[src/sv/mcm_pkg.sv]
// Shared types and constants for the matrix chain minimum cost block.
package mcm_pkg;

    localparam int DIM_W  = 16;
    localparam int COST_W = 53;
    localparam int STAT_W = 2;

    localparam logic [COST_W-1:0] COST_MAX = '1;

    localparam logic [STAT_W-1:0] ST_OK    = 2'd0;
    localparam logic [STAT_W-1:0] ST_SHORT = 2'd1;
    localparam logic [STAT_W-1:0] ST_LONG  = 2'd2;

    typedef struct packed {
        logic [DIM_W-1:0] dim;
        logic             last;
    } t_in_beat;

    typedef struct packed {
        logic [COST_W-1:0] min_cost;
        logic [STAT_W-1:0] status;
    } t_out_beat;

    typedef struct packed {
        logic              dim_wr;
        logic              rd;
        logic              first;
        logic              last_split;
        logic              mul1;
        logic              mul2;
        logic              acc;
        logic              cost_wr;
        logic              out_load;
        logic              out_use_best;
        logic [STAT_W-1:0] out_status;
    } t_dp_cmd;

endpackage

[src/sv/mcm_ctrl.sv]
// Controller: dimension loading, interval/split sequencing and result handshake.
module mcm_ctrl #(
    parameter int MAX_MATRICES = 32
) (
    input  logic                                i_clk,
    input  logic                                i_rst_n,
    input  logic                                i_in_valid,
    input  logic                                i_in_last,
    input  logic                                i_out_stall,
    output logic                                o_in_stall,
    output logic                                o_out_valid,
    output mcm_pkg::t_dp_cmd                    o_cmd,
    output logic [$clog2(MAX_MATRICES+1)-1:0]   o_i,
    output logic [$clog2(MAX_MATRICES+1)-1:0]   o_k,
    output logic [$clog2(MAX_MATRICES+1)-1:0]   o_j,
    output logic [$clog2(MAX_MATRICES+1)-1:0]   o_dim_wa,
    output logic [$clog2(MAX_MATRICES+1)-1:0]   o_dim_ra,
    output logic [$clog2(MAX_MATRICES+1)-1:0]   o_dim_rb
);

    localparam int IW = $clog2(MAX_MATRICES + 1);
    localparam int CW = $clog2(MAX_MATRICES + 2);
    localparam logic [CW-1:0] FULL = CW'(MAX_MATRICES + 1);

    localparam logic [2:0] S_IDLE  = 3'd0;
    localparam logic [2:0] S_SETUP = 3'd1;
    localparam logic [2:0] S_RD    = 3'd2;
    localparam logic [2:0] S_MUL1  = 3'd3;
    localparam logic [2:0] S_MUL2  = 3'd4;
    localparam logic [2:0] S_ACC   = 3'd5;
    localparam logic [2:0] S_WR    = 3'd6;
    localparam logic [2:0] S_OUT   = 3'd7;

    logic [2:0]                   r_state, n_state;
    logic [CW-1:0]                r_cnt, n_cnt;
    logic                         r_tm, n_tm;
    logic [IW-1:0]                r_n, n_n;
    logic [IW-1:0]                r_len, n_len;
    logic [IW-1:0]                r_i, n_i;
    logic [IW-1:0]                r_k, n_k;
    logic [mcm_pkg::STAT_W-1:0]   r_status, n_status;
    logic                         r_use_best, n_use_best;
    logic                         r_out_valid, n_out_valid;

    logic                         w_acc_in;
    logic                         w_full;
    logic [CW-1:0]                w_cnt1;
    logic [IW-1:0]                w_j;
    logic [IW-1:0]                w_k1;
    mcm_pkg::t_dp_cmd             w_cmd;

    assign w_acc_in = i_in_valid && (r_state == S_IDLE);
    assign w_full   = (r_cnt == FULL);
    assign w_cnt1   = w_full ? r_cnt : CW'(r_cnt + CW'(1));
    assign w_j      = IW'(r_i + r_len - IW'(1));
    assign w_k1     = IW'(r_k + IW'(1));

    always_comb begin
        n_state     = r_state;
        n_cnt       = r_cnt;
        n_tm        = r_tm;
        n_n         = r_n;
        n_len       = r_len;
        n_i         = r_i;
        n_k         = r_k;
        n_status    = r_status;
        n_use_best  = r_use_best;
        n_out_valid = r_out_valid;
        w_cmd       = '0;

        if (r_out_valid && !i_out_stall) begin
            n_out_valid = 1'b0;
        end

        case (r_state)
            S_IDLE: begin
                if (w_acc_in) begin
                    if (!w_full) begin
                        w_cmd.dim_wr = 1'b1;
                        n_cnt        = w_cnt1;
                    end else begin
                        n_tm = 1'b1;
                    end
                    if (i_in_last) begin
                        n_cnt      = '0;
                        n_tm       = 1'b0;
                        n_len      = IW'(2);
                        n_i        = '0;
                        n_n        = IW'(w_cnt1 - CW'(1));
                        n_use_best = 1'b0;
                        n_status   = mcm_pkg::ST_OK;
                        n_state    = S_OUT;
                        if (r_tm || w_full) begin
                            n_status = mcm_pkg::ST_LONG;
                        end else if (w_cnt1 < CW'(2)) begin
                            n_status = mcm_pkg::ST_SHORT;
                        end else if (w_cnt1 > CW'(2)) begin
                            // single matrix costs zero, otherwise run the table
                            n_state = S_SETUP;
                        end
                    end
                end
            end
            S_SETUP: begin
                n_k     = r_i;
                n_state = S_RD;
            end
            S_RD: begin
                w_cmd.rd         = 1'b1;
                w_cmd.first      = (r_k == r_i);
                w_cmd.last_split = (w_k1 == w_j);
                n_state          = S_MUL1;
            end
            S_MUL1: begin
                w_cmd.mul1 = 1'b1;
                n_state    = S_MUL2;
            end
            S_MUL2: begin
                w_cmd.mul2 = 1'b1;
                n_state    = S_ACC;
            end
            S_ACC: begin
                w_cmd.acc   = 1'b1;
                w_cmd.first = (r_k == r_i);
                if (w_k1 == w_j) begin
                    n_state = S_WR;
                end else begin
                    n_k     = w_k1;
                    n_state = S_RD;
                end
            end
            S_WR: begin
                w_cmd.cost_wr = 1'b1;
                n_state       = S_SETUP;
                if (({1'b0, r_i} + {1'b0, r_len}) == {1'b0, r_n}) begin
                    if (r_len == r_n) begin
                        n_use_best = 1'b1;
                        n_state    = S_OUT;
                    end else begin
                        n_len = IW'(r_len + IW'(1));
                        n_i   = '0;
                    end
                end else begin
                    n_i = IW'(r_i + IW'(1));
                end
            end
            S_OUT: begin
                w_cmd.out_status   = r_status;
                w_cmd.out_use_best = r_use_best;
                if (!r_out_valid || !i_out_stall) begin
                    w_cmd.out_load = 1'b1;
                    n_out_valid    = 1'b1;
                    n_state        = S_IDLE;
                end
            end
            default: begin
                n_state = S_IDLE;
            end
        endcase
    end

    always_ff @(posedge i_clk) begin
        if (!i_rst_n) begin
            r_state     <= S_IDLE;
            r_cnt       <= '0;
            r_tm        <= 1'b0;
            r_out_valid <= 1'b0;
        end else begin
            r_state     <= n_state;
            r_cnt       <= n_cnt;
            r_tm        <= n_tm;
            r_out_valid <= n_out_valid;
        end
    end

    always_ff @(posedge i_clk) begin
        r_n        <= n_n;
        r_len      <= n_len;
        r_i        <= n_i;
        r_k        <= n_k;
        r_status   <= n_status;
        r_use_best <= n_use_best;
    end

    assign o_in_stall  = (r_state != S_IDLE);
    assign o_out_valid = r_out_valid;
    assign o_cmd       = w_cmd;
    assign o_i         = r_i;
    assign o_k         = r_k;
    assign o_j         = w_j;
    assign o_dim_wa    = r_cnt[IW-1:0];
    assign o_dim_ra    = (r_state == S_SETUP) ? r_i : w_k1;
    assign o_dim_rb    = IW'(w_j + IW'(1));

endmodule

[config.mk]
export PLATFORM = sky130hd
export DESIGN_NAME = mcm_ctrl
export DESIGN_NICKNAME = d
export VERILOG_FILES = /design/src/sv/mcm_pkg.sv /design/src/sv/mcm_ctrl.sv
export SDC_FILE = /design/constraint.sdc
export NUM_CORES = 1
export LEC_CHECK = 0
export ABC_AREA = 1
export CAP_MARGIN = 20
export CORE_ASPECT_RATIO = 0.6
export CORE_MARGIN = 2
export CORE_UTILIZATION = 28
export DETAILED_ROUTE_END_ITERATION = 10
export DONT_BUFFER_PORTS = 1
export GPL_TIMING_DRIVEN = 0
export PLACE_DENSITY = 0.52
export REMOVE_ABC_BUFFERS = 1
export SETUP_SLACK_MARGIN = 0.02
export SKIP_CTS_REPAIR_TIMING = 1
export SLEW_MARGIN = 30
export SYNTH_ARGS = -nofsm -noshare
export SYNTH_HDL_FRONTEND = slang
export SYNTH_SLANG_ARGS = --single-unit
[constraint.sdc]
create_clock -name i_clk -period 3.1 [get_ports i_clk]
set_clock_uncertainty 0.15 [all_clocks]
set_input_delay 0.31 -clock i_clk [delete_from_list [all_inputs] [get_ports i_clk]]
set_output_delay 0.31 -clock i_clk [all_outputs]
set_load 0.02 [all_outputs]
==> flow_summary.json, run 1 <==
{
  "run_status": "finished with violations",
  "violations": "negative setup slack",
  "final-setup-viol-count": 11,
  "nets": 479,
  "hpwl_mm": 6.77,
  "globalplace.congestion": 0.842,
  "design.portCount": 55,
  "wire_length_of_the_first_global_routing_pass_mm": 12.9,
  "synth_async_sr_flop_share": 0,
  "cell_repeated_most_along_the_worst_path": "inv_2",
  "grt_remaining_overflow": 0,
  "track_usage": 0.137,
  "drive_gt1_frac": 0.146,
  "dp_cells": 576,
  "crit_arrival_ps": 3120,
  "drtPass1Iterations": 5,
  "detail_route.wl_per_cell_um": 14.2,
  "critical_path_buf_inv_count": 3,
  "synth_cells": 441,
  "path_clk_slew_ps": 60,
  "slowest_stage_cell_on_the_critical_path": "edfxtp_1",
  "die_y_um": 86,
  "drt_drc_violations_left": 0,
  "max-clock-path-buffers": 2,
  "crit_path_max_fanout": 7,
  "min_path_type": "primary input to flip-flop",
  "nFillCells": 1157,
  "timing.critical_path.slowest_cell_delay_ps": 660,
  "die_area_um2": 12100,
  "number_of_clock_sinks": 38,
  "final.hold.worst_slack_ps": 22.9,
  "worst_path_dominant_cell_family": "adder cells",
  "route.detailed.vias_per_inst": 4.67,
  "post_synth.cell_area_avg_um2": 7.12,
  "power.total_uw": 3670,
  "timing.critical_path.from_type": "flip-flop",
  "cap_viol_max_count": 0,
  "grt_start_max_net_pins": 13,
  "postSynthRegisterBits": 38,
  "cts_made_buffers": 5,
  "crit_type": "flip-flop to output pin",
  "synth_cell_types": 34,
  "clock_latency_of_the_later_clocked_register_in_the_worst_skew_pair_ps": 280,
  "clockRootBuffer": "clkbuf_16",
  "critPathCaptureType": "output pin",
  "drtIter0Drc": 157,
  "period_share": 1.15,
  "tritoncts": "built",
  "dr_total_vias": 2755,
  "core.rowCount": 29,
  "antenna_cells_inserted": 0,
  "final-instance-count-excl-fill": 590,
  "grt_pass1_vias": 2414,
  "cell_breakdown_of_the_critical_path": "inv_2, ha_4, inv_2, ha_4, fa_2, xor2_4, inv_2, xor2_2, nor2_4, nand2_2, nor2_4",
  "drt-total-wl_mm": 8.35,
  "synth_sequential_area_ratio": 0.329,
  "ys_dominant_reg_cell": "edfxtp_1",
  "grt_antenna_before_repair": 0,
  "final.min_clock_period_ps": 3580,
  "most_frequent_standard_cell_in_the_layout_excluding_fill_and_tap_cells": "nand2_1",
  "required_ps": 2640,
  "final_number_of_hold_violating_endpoints": 0,
  "port_buffers": 0,
  "design.core.area_um2": 10700,
  "synth-edff-count": 27,
  "power_density_nw_per_um2": 981,
  "rsz0062_at_grt": "yes",
  "tightest_slew_ps": 785,
  "report.final.slew_viol_count": 0,
  "synthesis.yosys.warnings": 0,
  "worst_slew_margin_rel": 0.475,
  "vdd.ir_drop.worst_v": 0.000372,
  "effective_utilization_at_floorplan": 0.292,
  "route.antenna.remaining_nets": 0,
  "most_frequent_cells_in_the_layout": "114 x nand2_1, 71 x inv_1, 38 x nor2_1",
  "floorplan.die.width_um": 141,
  "achievable-frequency_mhz": 280,
  "leakage_power_figure_uw": 0.00167,
  "area_growth_pct": 19.3,
  "final_critical_path_setup_slack_ps": -478,
  "clock_tree.htree_level_count": 2,
  "cell_area_after_synthesis_um2": 3140
}
sequential cells by signal, indices dropped and copies added, names as in the netlist:
name / count
o_dim_wa: 6
o_i: 6
o_k: 6
o_out_valid: 1
r_len: 6
r_n: 6
r_state: 3
r_status: 2
r_tm: 1
r_use_best: 1
logic make-up after synthesis:
| kind of cell | Yosys count | synth area share |
|---|---|---|
| buffers and inverters | 84 | 0.103 |
| XOR/XNOR | 25 | 0.0722 |
| AO/OA/AOI/OAI | 42 | 0.0722 |
| adder cells (fa/ha/maj) | 24 | 0.100 |
| AND/OR/NAND/NOR | 228 | 0.323 |
| flip-flops | 38 | 0.329 |
area by class of cell:
cell class	count	area [um2]	share of cell area
flip-flops and latches	38	1030	0.275
well taps	139	174	0.0464
clock buffers	8	158	0.0421
inverters	80	304	0.0812
multi-input cells	319	2030	0.542
repair buffers	6	48.8	0.0130
where the power goes:
part	total (uW)	internal, uW	switching, uW
logic	2210	730	1480
registers	921	684	237
clock network	542	348	194
path summary, 6_finish.rpt:
| check | from | end | slack (ps) | cells past startpoint |
|---|---|---|---|---|
| worst max register to register | o_i[1] | o_k[4] | -380 | 12 |
| worst min-delay path | i_rst_n | o_dim_wa[0] | 20 | 2 |
| worst min register to register | r_tm | r_tm | 390 | 2 |
| worst max-delay path | o_i[1] | o_cmd[8] | -480 | 11 |
per-layer routing:
layer,share of wire,GRT usage
met1,0.55,0.218
met2,0.35,0.173
met4,0.0038,0.0245
met5,0,0
met3,0.093,0.0486
stage by stage:
step	setup WS, ps	TNS (ps)	utilization	cell area [um2]
2_1_floorplan	-183	-1190	-	3110
6_report	-478	-3620	0.349	3740
3_3_place_gp	-796	-8590	0.306	3290
3_5_place_dp	-799	-8950	0.306	3290
5_1_grt	-636	-5470	0.349	3740
4_1_cts	-1000	-10910	0.321	3450
cells in the mapped netlist (3+ instances only):
master    count  share of area
nand2_1     119           0.14
inv_1        76          0.091
nor2_1       41          0.049
nand3_1      33          0.053
edfxtp_1     27           0.26
ha_1         22          0.088
o21ai_0      19          0.030
a21oi_1      16          0.026
xor2_1       15          0.042
dfxtp_1      11          0.070
nor3_1        9          0.014
xnor2_1       9          0.025
nand4_1       6          0.012
nor2_2        6          0.012
inv_2         4         0.0048
o21bai_1      3         0.0072
or2_2         3         0.0060
No activity file was read; power rests on OpenSTA's default activity.
==> run 2: changes to the inputs <==
--- a/config.mk
+++ b/config.mk
@@ -13,10 +13,11 @@
 export DETAILED_ROUTE_END_ITERATION = 10
 export DONT_BUFFER_PORTS = 1
 export GPL_TIMING_DRIVEN = 0
-export PLACE_DENSITY = 0.52
+export PLACE_DENSITY = 0.5
 export REMOVE_ABC_BUFFERS = 1
 export SETUP_SLACK_MARGIN = 0.02
 export SKIP_CTS_REPAIR_TIMING = 1
+export SKIP_LAST_GASP = 1
 export SLEW_MARGIN = 30
 export SYNTH_ARGS = -nofsm -noshare
 export SYNTH_HDL_FRONTEND = slang
==> constraint.sdc (replaced) <==
create_clock -name i_clk -period 4.4 [get_ports i_clk]
set_clock_uncertainty 0.15 [all_clocks]
set_input_delay 0.44 -clock i_clk [delete_from_list [all_inputs] [get_ports i_clk]]
set_output_delay 0.44 -clock i_clk [all_outputs]
set_load 0.02 [all_outputs]
==> flow_summary.json, run 2 (same netlist as run 1, synthesis figures left out) <==
{
  "power_density_nw_per_um2": 670,
  "drtIter0Drc": 193,
  "finalCoreUtilization": 0.320,
  "globalplace.congestion": 0.865,
  "crit_arrival_ps": 3500,
  "post_dp_cell_area_um2": 3290,
  "final_number_of_hold_violating_endpoints": 0,
  "clock_power_share": 0.156,
  "route.detailed.vias_per_inst": 4.83,
  "grt_pass1_vias": 2559,
  "max-clock-path-buffers": 2,
  "final_critical_path_setup_slack_ps": 308,
  "worst_slew_margin_rel": 0.437,
  "most_frequent_standard_cell_in_the_layout_excluding_fill_and_tap_cells": "nand2_1",
  "effective_utilization_at_floorplan": 0.292,
  "number_of_clock_sinks": 38,
  "achievable-frequency_mhz": 244,
  "drt-total-wl_mm": 8.62,
  "vdd.ir_drop.worst_v": 0.000242,
  "holdCritStartpoint": "i_rst_n",
  "critPathCaptureType": "output pin",
  "cap_viol_max_count": 0,
  "switching_share": 0.545,
  "drt_drc_violations_left": 0,
  "place_ws_ps": 436,
  "power.net_switching_uw": 1250,
  "detail_route.wl_per_cell_um": 14.8,
  "wire_length_of_the_first_global_routing_pass_mm": 13.9,
  "grtUsageMet2": 0.192,
  "finish.instance_area_um2": 3430,
  "design.portCount": 55,
  "met1_usage": 0.245,
  "track_usage": 0.148,
  "totalNegativeSetupSlack_ps": 0,
  "final.min_clock_period_ps": 4090,
  "power.internal_uw": 1050,
  "die_area_um2": 12100,
  "min_delay_path_depth": 2,
  "reg2regPathDepth": 10,
  "regToRegSetupSlack_ps": 400,
  "die_y_um": 86,
  "grt_antenna_before_repair": 0,
  "grt_start_max_net_pins": 13,
  "final-setup-viol-count": 0,
  "most_frequent_cells_in_the_layout": "119 x nand2_1, 76 x inv_1, 39 x nor2_1",
  "route.antenna.remaining_nets": 0,
  "rsz0062_at_grt": "no",
  "crit_type": "flip-flop to output pin",
  "hpwl_mm": 6.98,
  "origin_of_the_critical_flop_to_flop_path": "o_i[1]",
  "clock_tree.htree_level_count": 2,
  "drive_gt1_frac": 0.0719,
  "dr_total_vias": 2820,
  "floorplan.die.width_um": 141,
  "drtPass1Iterations": 4,
  "port_buffers": 0,
  "path_clk_slew_ps": 60,
  "report.final.slew_viol_count": 0,
  "tritoncts": "built",
  "design.core.area_um2": 10700,
  "min_path_type": "primary input to flip-flop",
  "worstHoldEndpoint": "o_dim_wa[0]",
  "grt-busiest-layer": "met1",
  "run_status": "finished, final reports clean",
  "gr-usage-met3": 0.0318,
  "reg_to_reg_end": "o_k[0]",
  "crit_path_max_fanout": 7,
  "timing.critical_path.from_type": "flip-flop",
  "pwr-share-seq": 0.281,
  "core.rowCount": 29,
  "nets": 473,
  "period_share": 0.930,
  "cts_made_buffers": 5,
  "grt_remaining_overflow": 0,
  "clock_latency_of_the_later_clocked_register_in_the_worst_skew_pair_ps": 280,
  "antenna_cells_inserted": 0,
  "leakage_power_figure_uw": 0.00161,
  "area_growth_pct": 9.45,
  "tightest_slew_ps": 842,
  "clockRootBuffer": "clkbuf_16",
  "required_ps": 3810,
  "comb_power_share": 0.562
}
run 2: cell count changes in the layout (fill, tap and decap cells not counted), sizes merged:
| cell | before | now |
|---|---|---|
| clkinv | 0 | 2 |
| buf | 6 | 0 |
| inv | 79 | 80 |
| clkbuf | 8 | 5 |
run 2: final cells by class:
class	count	area, um2
Clock inverter	3	16.3
Sequential cell	38	1030
Multi-Input combinational cell	319	1790
Clock buffer	5	125
Inverter	80	300
Tap cell	139	174
Fill cell	1190	7310
run 2: metal layers:
metal  vias up  routed length, um  part of all wire
met3         4                619             0.072
li1       1409                  -                 -
met2        97               3160              0.37
met5         -                  0                 0
met4         0                 32            0.0037
met1      1310               4800              0.56
run 2: power by group through the flow:
| stage | Combinational [uW] | Clock [uW] | Sequential (uW) |
|---|---|---|---|
| floorplan | 1030 | 0 | 611 |
| global placement | 1260 | 0 | 651 |
| detailed placement | 1280 | 0 | 653 |
| CTS | 1280 | 366 | 646 |
| global route | 1440 | 381 | 658 |
| finish | 1290 | 360 | 648 |
run 2: worst max-delay path by stage:
stage | from | end | slack (ps) | cells past startpoint
final | o_i[1] | o_cmd[8] | 310 | 11
after global routing | o_i[1] | o_cmd[8] | 110 | 11
after CTS | o_i[1] | o_cmd[8] | 140 | 14
after detailed placement | o_i[1] | o_k[5] | 440 | 10
after global placement | o_i[1] | o_k[5] | 460 | 10
after floorplan | o_i[1] | o_cmd[8] | 1090 | 11
run 2: worst max-delay path: stages (launching register included):
cell and delay, ps:
edfxtp_1 650, inv_1 190, ha_1 360, inv_1 50
ha_1 240, fa_1 450, xor2_2 400, inv_2 120
xor2_1 190, nor2_2 220, nand2_1 100, nor2_2 240
run 2: through the flow:
step | instances | power, uW | hold WS [ps]
finish | 584 | 2300 | 144
global route | 584 | 2480 | 158
CTS | 584 | 2290 | 142
detailed placement | 576 | 1930 | 364
global placement | 576 | 1910 | 350
floorplan | 437 | 1640 | 337
